--- config.mk ---
export PLATFORM = sky130hd
export DESIGN_NAME = cpsl_scan
export DESIGN_NICKNAME = d
export VERILOG_FILES = /design/src/design/cpsl_pkg.sv /design/src/design/cpsl_scan.sv
export SDC_FILE = /design/constraint.sdc
export NUM_CORES = 1
export LEC_CHECK = 0
export BUFFER_PORTS_ARGS = -buffer_cell sky130_fd_sc_hd__buf_4
export CAP_MARGIN = 20
export CORE_UTILIZATION = 39
export DETAILED_ROUTE_END_ITERATION = 10
export GPL_TIMING_DRIVEN = 0
export PLACE_DENSITY = 0.78
export SLEW_MARGIN = 20
export SYNTH_ARGS = -nofsm -noshare
export SYNTH_HDL_FRONTEND = slang
export SYNTH_SLANG_ARGS = --single-unit
--- constraint.sdc ---
create_clock -name clk -period 2.97 [get_ports clk]
set_input_delay 0 -clock clk [delete_from_list [all_inputs] [get_ports clk]]
set_output_delay 0 -clock clk [all_outputs]
set_load 0.005 [all_outputs]
--- src/design/cpsl_pkg.sv ---
// Shared types, codes and widths of the connection pool slot lender.
package cpsl_pkg;

    localparam int DEF_ENTRIES = 32;

    localparam int OP_W   = 3;
    localparam int SLOT_W = 5;
    localparam int PID_W  = 31;
    localparam int KEY_W  = 32;
    localparam int MAJ_W  = 4;
    localparam int TIME_W = 32;
    localparam int KIND_W = 3;
    localparam int STAT_W = 2;
    localparam int CFG_W  = 6;
    localparam int IN_DATA_W  = 144;
    localparam int OUT_DATA_W = 8;
    localparam int OUT_USER_W = KIND_W + STAT_W;

    localparam logic [CFG_W-1:0] CFG_RESET = 6'd32;

    localparam logic [OP_W-1:0] OP_LEND    = 3'd0;
    localparam logic [OP_W-1:0] OP_RELEASE = 3'd1;
    localparam logic [OP_W-1:0] OP_DIED    = 3'd2;
    localparam logic [OP_W-1:0] OP_LOAD    = 3'd3;
    localparam logic [OP_W-1:0] OP_MARK    = 3'd4;

    localparam logic [1:0] ST_EMPTY     = 2'd0;
    localparam logic [1:0] ST_LOADED    = 2'd1;
    localparam logic [1:0] ST_CONNECTED = 2'd2;

    localparam logic [KIND_W-1:0] KIND_NONE    = 3'd0;
    localparam logic [KIND_W-1:0] KIND_EMPTY   = 3'd1;
    localparam logic [KIND_W-1:0] KIND_READY   = 3'd2;
    localparam logic [KIND_W-1:0] KIND_RECYCLE = 3'd3;
    localparam logic [KIND_W-1:0] KIND_NO_SLOT = 3'd4;

    localparam logic [STAT_W-1:0] STAT_OK        = 2'd0;
    localparam logic [STAT_W-1:0] STAT_NOT_OWNER = 2'd1;
    localparam logic [STAT_W-1:0] STAT_RANGE     = 2'd2;
    localparam logic [STAT_W-1:0] STAT_NONE      = 2'd3;

    typedef struct packed {
        logic [1:0]        status;
        logic              leased;
        logic [PID_W-1:0]  owner;
        logic              cleanup;
        logic [MAJ_W-1:0]  major;
        logic [KEY_W-1:0]  user;
        logic [KEY_W-1:0]  database;
        logic [TIME_W-1:0] ret_time;
    } entry_t;

    typedef struct packed {
        logic [PID_W-1:0] pid;
        logic [KEY_W-1:0] user;
        logic [KEY_W-1:0] database;
        logic [MAJ_W-1:0] major;
        logic             is_lend;
    } scan_req_t;

    typedef struct packed {
        logic              found;
        logic [KIND_W-1:0] kind;
    } scan_res_t;

endpackage

--- src/design/cpsl_scan.sv ---
// Per-entry selection for lend and owner-died scans.
module cpsl_scan
    import cpsl_pkg::*;
#(
    parameter int ENTRIES = DEF_ENTRIES,
    parameter int IW = $clog2(ENTRIES)
)
(
    input  logic          clk,
    input  logic          rst_n,
    input  logic          start,
    input  scan_req_t     req,
    input  logic          ent_vld,
    input  logic [IW-1:0] ent_idx,
    input  entry_t        ent,
    output scan_res_t     res,
    output logic [IW-1:0] sel_idx
);

    logic              hit_reg, hit_next;
    logic              hit_cl_reg, hit_cl_next;
    logic [IW-1:0]     hit_idx_reg, hit_idx_next;
    logic              free_reg, free_next;
    logic [IW-1:0]     free_idx_reg, free_idx_next;
    logic              good_reg, good_next;
    logic              vic_reg, vic_next;
    logic [IW-1:0]     vic_idx_reg, vic_idx_next;
    logic [TIME_W-1:0] vic_time_reg, vic_time_next;
    logic              dead_reg, dead_next;
    logic [IW-1:0]     dead_idx_reg, dead_idx_next;
    logic              avail;
    logic              conn;
    logic              match;

    always_comb
    begin
        hit_next      = hit_reg;
        hit_cl_next   = hit_cl_reg;
        hit_idx_next  = hit_idx_reg;
        free_next     = free_reg;
        free_idx_next = free_idx_reg;
        good_next     = good_reg;
        vic_next      = vic_reg;
        vic_idx_next  = vic_idx_reg;
        vic_time_next = vic_time_reg;
        dead_next     = dead_reg;
        dead_idx_next = dead_idx_reg;
        avail = !ent.leased;
        conn  = ent.status == ST_CONNECTED;
        match = ent.major == req.major && ent.user == req.user
                && ent.database == req.database;
        if (start)
        begin
            hit_next  = 1'b0;
            free_next = 1'b0;
            good_next = 1'b0;
            vic_next  = 1'b0;
            dead_next = 1'b0;
        end
        else if (ent_vld && req.is_lend && !hit_reg)
        begin
            if (conn && avail && match)
            begin
                hit_next     = 1'b1;
                hit_cl_next  = ent.cleanup;
                hit_idx_next = ent_idx;
            end
            else
            begin
                if (!free_reg && ent.status == ST_EMPTY && avail)
                begin
                    free_next     = 1'b1;
                    free_idx_next = ent_idx;
                end
                if (!free_reg && !good_reg && conn && avail)
                begin
                    if (ent.cleanup)
                    begin
                        vic_next     = 1'b1;
                        good_next    = 1'b1;
                        vic_idx_next = ent_idx;
                    end
                    else if (!vic_reg || ent.ret_time < vic_time_reg)
                    begin
                        vic_next      = 1'b1;
                        vic_idx_next  = ent_idx;
                        vic_time_next = ent.ret_time;
                    end
                end
            end
        end
        else if (ent_vld && !req.is_lend && !dead_reg)
        begin
            if (ent.leased && ent.owner == req.pid)
            begin
                dead_next     = 1'b1;
                dead_idx_next = ent_idx;
            end
        end
    end

    always_ff @(posedge clk or negedge rst_n)
    begin
        if (!rst_n)
        begin
            hit_reg  <= 1'b0;
            free_reg <= 1'b0;
            good_reg <= 1'b0;
            vic_reg  <= 1'b0;
            dead_reg <= 1'b0;
        end
        else
        begin
            hit_reg  <= hit_next;
            free_reg <= free_next;
            good_reg <= good_next;
            vic_reg  <= vic_next;
            dead_reg <= dead_next;
        end
    end

    always_ff @(posedge clk)
    begin
        hit_cl_reg   <= hit_cl_next;
        hit_idx_reg  <= hit_idx_next;
        free_idx_reg <= free_idx_next;
        vic_idx_reg  <= vic_idx_next;
        vic_time_reg <= vic_time_next;
        dead_idx_reg <= dead_idx_next;
    end

    always_comb
    begin
        res.found = 1'b0;
        res.kind  = KIND_NO_SLOT;
        sel_idx   = '0;
        if (!req.is_lend)
        begin
            res.found = dead_reg;
            res.kind  = KIND_NONE;
            sel_idx   = dead_idx_reg;
        end
        else if (hit_reg)
        begin
            res.found = 1'b1;
            res.kind  = hit_cl_reg ? KIND_RECYCLE : KIND_READY;
            sel_idx   = hit_idx_reg;
        end
        else if (free_reg)
        begin
            res.found = 1'b1;
            res.kind  = KIND_EMPTY;
            sel_idx   = free_idx_reg;
        end
        else if (vic_reg)
        begin
            res.found = 1'b1;
            res.kind  = KIND_RECYCLE;
            sel_idx   = vic_idx_reg;
        end
    end

endmodule

==> flow_metrics.py, run 1 <==
metrics = {
    "outcome": {
        "outcome": "completed",
    },
    "timing": {
        "layout_min_cycle_time_ps": 2830,
        "period_share_pct": 95.4,
        "worst_slack_ps": 136,
        "fmax_ghz": 0.353,
        "worstMarginPinSlew_ps": 879,
        "hold_ws_ps": 30.3,
        "rsz0062_at_grt": "no",
        "setup_viol_count_final": 0,
        "finalMaxSlewViolations": 0,
        "slew_headroom_pct": 40.9,
        "hold_viol_final": 0,
        "clock_skew_ps": 8.35,
    },
    "synthesis": {
        "syn_inst": 352,
        "synth_top_cell_by_area": "edfxtp_1",
        "yosysUniqueCellTypes": 37,
        "ys_ff_latch": 58,
        "ys_warn_count": 0,
        "ys_seq_area_share_pct": 44.0,
        "syn-num-nets": 627,
        "syn_avg_cell_area_um2": 11.1,
        "synthTopCellsByArea": "edfxtp_1, xor2_1, ha_1, nor4_1, dfrtp_1",
        "yosys.area.top_type_share_pct": 40.8,
        "synth.cell_area_mm2": 0.00390,
    },
    "routing": {
        "routed_via_density": 4.88,
        "finalWirelength_um": 13600,
        "ant_nets": 0,
        "avgRoutedWirePerCell_um": 17.2,
        "drc": 0,
        "drt_iter0_drc": 202,
        "first_pass_iters": 4,
        "vias": 3853,
    },
    "clock_tree": {
        "cts_tree": "built",
        "clock-sinks": 58,
        "worstSkewPairLatency_ps": 330,
        "cts_inserted_buffers": 9,
        "cts-root-buf": "clkbuf_8",
        "cts_buffer_depth": 2,
        "cts_resized": 0,
        "htree_num_levels": 3,
        "post-cts-setup-buffers": 0,
        "clk_pin_slew_ps": 60,
    },
    "finish": {
        "syn2layout_area_growth_pct": 67.4,
        "final_common_cell": "buf_4",
        "final_cell_mix": "buf_4, xor2_1, edfxtp_1, dlygate4sd3_1, inv_1",
        "nNetsFinal": 928,
        "layout-drive-gt1-share_pct": 41.9,
        "largest_reg_flops": 32,
        "finalInstanceArea_mm2": 0.00653,
        "antenna_cells": 0,
    },
    "die": {
        "ios": 253,
        "core_mm2": 0.00973,
        "core.rowCount": 36,
        "die_h_um": 102,
        "die_x_um": 102,
        "fp.dieArea_mm2": 0.0104,
        "initial_utilization_pct": 40.1,
    },
    "setup_path": {
        "critPathCaptureType": "flop",
        "arrival_ps": 2790,
        "cp-start-kind": "flop",
        "path_class": "flop to flop",
        "reg2reg_slack_ps": 140,
        "path_max_fanout": 32,
        "crit_slowest_cell": "and3b_2",
        "critPathRequiredTime_ps": 2920,
        "slowest_delay_ps": 730,
        "cp_cell_sequence": "inv_1, ha_1, a21oi_1, o21ai_0, o21a_1, o31a_1, a41oi_1, and3b_2",
    },
    "global_routing": {
        "grt_pass1_vias": 4064,
        "grt_max_degree": 33,
        "grt_pass1_wl_um": 19900,
        "overflow": 0,
        "grt_antenna_before_repair": 0,
        "grt_usage_pct": 26.1,
    },
    "power_and_ir_drop": {
        "power.leakage_nw": 3.04,
        "peakVddDrop_uv": 209,
        "p_per_area_mw_per_mm2": 319,
    },
    "worst_hold_path": {
        "min_path_type": "input port to async pin",
    },
    "placed_design": {
        "place.gp.congestion": 0.936,
        "port_buffers": 251,
        "placed_area_mm2": 0.00596,
        "hpwl_um": 11100,
        "dp_slack_ps": 137,
    },
    "flow_run": {
        "cap_violations": 0,
    },
}
==> path summary, 6_finish.rpt <==
path	from	to	cells past startpoint
max	vic_time_reg[23]$_DFFE_PP_	vic_time_reg[17]$_DFFE_PP_	8
min	rst_n	good_reg$_DFFE_PN0P_	2
max reg2reg	vic_time_reg[23]$_DFFE_PP_	vic_time_reg[17]$_DFFE_PP_	8
min reg2reg	good_reg$_DFFE_PN0P_	good_reg$_DFFE_PN0P_	1
max in group asynchronous	rst_n	hit_reg$_DFFE_PN0P_	2
min in group clk	ent[134]	free_idx_reg[0]$_DFFE_PP_	2
==> worst max-delay path: cells and delay by family (launching register included) <==
family | cells | cell delay [ps]
DFF | 1 | 370
adders and majority gates | 1 | 250
and+or+nand+nor | 1 | 730
AOI/OAI and AO/OA | 5 | 1010
buffers and inverters | 1 | 70
==> where the power goes <==
group / internal (mW) / leakage [nW] / switching (mW) / total (mW)
sequential: 0.896 / 0.546 / 0.00175 / 0.898
combinational: 0.334 / 2.41 / 0.191 / 0.525
clock: 0.373 / 0.0886 / 0.289 / 0.661
==> cells by family after synthesis <==
group / synth area share (%)
buf+inv: 3.40
xor+xnor: 22.2
simple gates: 11.2
flops: 44.0
mux: 1.44
compound gates: 7.73
fa+ha+maj: 9.95
==> area by class of cell <==
type / instances / area, µm²
fillers: 759 / 3200
repair buffers: 290 / 2270
multi-input cells: 259 / 2060
flip-flops and latches: 58 / 1720
well taps: 133 / 166
clock buffers: 10 / 128
inverters: 32 / 120
clock inverters: 5 / 46.3
plain buffers: 3 / 12.5
==> layer usage <==
| layer | share of wire [%] | track usage (%) |
|---|---|---|
| met1 | 37 | 28.9 |
| met2 | 53 | 48.1 |
| met3 | 7.5 | 6.22 |
| met4 | 2.5 | 10.1 |
| met5 | 0 | 0 |
==> synth_stat cells (all sizes together) <==
library cell / n
a211oi: 3
a21o: 4
a21oi: 15
a22o: 1
a22oi: 5
a41oi: 1
and3b: 1
buf: 1
clkbuf: 2
dfrtp: 5
edfxtp: 53
ha: 31
inv: 32
mux2: 5
nand2: 17
nand2b: 1
nand3: 4
nand3b: 1
nand4: 11
nor2: 9
nor2b: 3
nor3: 3
nor4: 23
nor4b: 2
o21a: 3
o21ai: 11
o2bb2ai: 1
o311a: 1
o31a: 1
o41ai: 1
or4: 2
xnor2: 9
xor2: 90
==> stage by stage <==
step	TNS (ps)	util, %	total power, mW	instances
2_1_floorplan	0	-	1.07	352
3_3_place_gp	-8450	61.2	1.38	736
3_5_place_dp	0	61.3	1.39	736
4_1_cts	0	67.1	2.10	790
5_1_grt	0	67.1	2.17	790
6_report	0	67.1	2.08	790
==> what timing repair did <==
| item | CTS | global route |
|---|---|---|
| hold endpoints to repair | 59 | 0 |
| hold buffers | 39 | 0 |
| endpoints found under the setup margin | 0 | 0 |
(Power assumes the default switching activity.)
==> run 2: changes to the inputs <==
--- a/config.mk
+++ b/config.mk
@@ -12,4 +12,5 @@
 export GPL_TIMING_DRIVEN = 0
 export PLACE_DENSITY = 0.78
+export SETUP_SLACK_MARGIN = 0.5
 export SLEW_MARGIN = 20
 export SYNTH_ARGS = -nofsm -noshare
==> constraint.sdc (replaced) <==
create_clock -name clk -period 2.97 [get_ports clk]
set_input_delay 0.594 -clock clk [delete_from_list [all_inputs] [get_ports clk]]
set_output_delay 0.594 -clock clk [all_outputs]
set_load 0.005 [all_outputs]
==> run 2 against run 1 <==
Cell area fell by 4.3%; largest cell class is now multi-input combinational cells; combinational power fell by 7.8%; worst hold slack improved by 17 ps; global-route usage fell by 1.2 points; sequential power barely moved; routed wire length fell by 4.5%; maximum frequency rose by 19%.
==> flow_metrics.py, run 2 (synthesis gave the netlist of run 1 again) <==
metrics = {
    "outcome": {
        "outcome": "completed",
    },
    "finish": {
        "largest_reg_flops": 32,
        "syn2layout_area_growth_pct": 60.3,
        "fill_cells": 780,
        "nNetsFinal": 892,
        "antenna_cells": 0,
        "final_common_cell": "buf_4",
        "layout-drive-gt1-share_pct": 46.5,
        "stdcell_count": 754,
        "final_cell_mix": "buf_4, xor2_1, edfxtp_1, inv_1, ha_1",
    },
    "global_routing": {
        "grt_pass1_vias": 3839,
        "grt_pass1_wl_um": 18800,
        "grt_antenna_before_repair": 0,
        "grt_usage_pct": 24.9,
        "grt_max_degree": 17,
        "overflow": 0,
    },
    "power_and_ir_drop": {
        "p_comb_share_pct": 23.7,
        "p_switching_mw": 0.466,
        "p_sw_share_pct": 22.9,
        "p_int_mw": 1.57,
        "pwr-share-clk_pct": 32.2,
        "power.leakage_nw": 2.91,
        "peakVddDrop_uv": 210,
        "seq_power_share_pct": 44.1,
        "p_per_area_mw_per_mm2": 326,
    },
    "timing": {
        "fin_setup_tns_ps": 0,
        "layout_min_cycle_time_ps": 2380,
        "rsz0062_at_grt": "no",
        "slew_headroom_pct": 44.6,
        "worst_slack_ps": 588,
        "clock_skew_ps": 8.19,
        "fmax_ghz": 0.420,
        "period_share_pct": 80.2,
        "hold_viol_final": 0,
        "setup_viol_count_final": 0,
        "finalMaxSlewViolations": 0,
        "worstMarginPinSlew_ps": 824,
    },
    "setup_path": {
        "ff2ff_path_depth": 8,
        "critPathCaptureType": "flop",
        "path_max_fanout": 8,
        "arrival_ps": 2400,
        "critPathRequiredTime_ps": 2990,
        "path_class": "input port to flop",
        "cp-start-kind": "input port",
    },
    "worst_hold_path": {
        "min_path_type": "input port to async pin",
    },
    "die": {
        "die_h_um": 102,
        "core_mm2": 0.00973,
        "ios": 253,
        "die_x_um": 102,
        "initial_utilization_pct": 40.1,
        "core.rowCount": 36,
        "fp.dieArea_mm2": 0.0104,
    },
    "clock_tree": {
        "post-cts-setup-buffers": 0,
        "cts-root-buf": "clkbuf_8",
        "cts_inserted_buffers": 9,
        "postCtsHoldBufs": 0,
        "htree_num_levels": 3,
        "clock-sinks": 58,
        "clk_pin_slew_ps": 60,
        "cts_tree": "built",
        "worstSkewPairLatency_ps": 340,
        "cts_buffer_depth": 2,
    },
    "placed_design": {
        "port_buffers": 251,
        "place_inst": 736,
        "hpwl_um": 11100,
        "dp_slack_ps": 36.7,
        "place.gp.congestion": 0.965,
    },
    "routing": {
        "routed_via_density": 4.83,
        "first_pass_iters": 4,
        "finalWirelength_um": 13000,
        "ant_nets": 0,
        "drt_iter0_drc": 93,
        "drc": 0,
        "avgRoutedWirePerCell_um": 17.2,
        "vias": 3639,
    },
    "flow_run": {
        "cap_violations": 0,
    },
}
-- run 2: power by group through the flow --
stage / Sequential [mW] / Clock [mW] / Combinational [mW]
6_report: 0.898 / 0.657 / 0.484
5_1_grt: 0.898 / 0.696 / 0.528
4_1_cts: 0.898 / 0.669 / 0.483
3_5_place_dp: 0.915 / 0 / 0.479
3_3_place_gp: 0.915 / 0 / 0.463
2_1_floorplan: 0.915 / 0 / 0.153
-- run 2: worst max-delay path, stage by stage --
cell and delay (ps):
buf_4 120, ha_1 330, a211oi_2 250, o21ai_1 110
a21oi_2 170, o41ai_2 110, a41oi_4 320, and3b_2 380
-- run 2: path summary, 6_finish.rpt --
check	startpoint	endpoint	slack [ps]
max	ent[2]	vic_time_reg[5]$_DFFE_PP_	590
max reg2reg	vic_time_reg[21]$_DFFE_PP_	vic_time_reg[5]$_DFFE_PP_	610
min in group clk	ent[10]	vic_time_reg[10]$_DFFE_PP_	440
min reg2reg	dead_reg$_DFFE_PN0P_	dead_reg$_DFFE_PN0P_	490
min	rst_n	hit_reg$_DFFE_PN0P_	50
max in group asynchronous	rst_n	free_reg$_DFFE_PN0P_	2810
-- run 2: per-layer routing --
layer	global-route usage [%]	part of all wire, %	vias to the layer above
met1	26.9	37	1657
li1	-	-	1802
met4	10.4	2.2	0
met3	11.2	11	33
met5	0	0	-
met2	42.2	50	147
-- run 2: timing repair --
item	in CTS	in global routing
gates cloned	1	2
setup endpoints to repair	43	41
gates resized for setup	5	10
pin swaps	1	2
-- run 2: through the flow --
| stage | hold WS (ps) | total power [mW] | utilization, % | instance area, µm² |
|---|---|---|---|---|
| after floorplan | 298 | 1.07 | - | 3940 |
| after CTS | 36.0 | 2.05 | 63.7 | 6200 |
| after detailed placement | 400 | 1.39 | 61.7 | 6000 |
| after global routing | 38.6 | 2.12 | 64.2 | 6250 |
| final | 47.3 | 2.04 | 64.2 | 6250 |
| after global placement | 399 | 1.38 | 61.6 | 5990 |
-- run 2: cell type report --
class                   instances  area, µm²  area share (%)
plain buffers                   3       15.0           0.240
clock buffers                  10        128            2.04
clock inverters                 5       46.3           0.741
inverters                      32        120            1.92
multi-input cells             262       2170            34.8
flip-flops and latches         58       1720            27.5
well taps                     133        166            2.66
repair buffers                251       1880            30.1
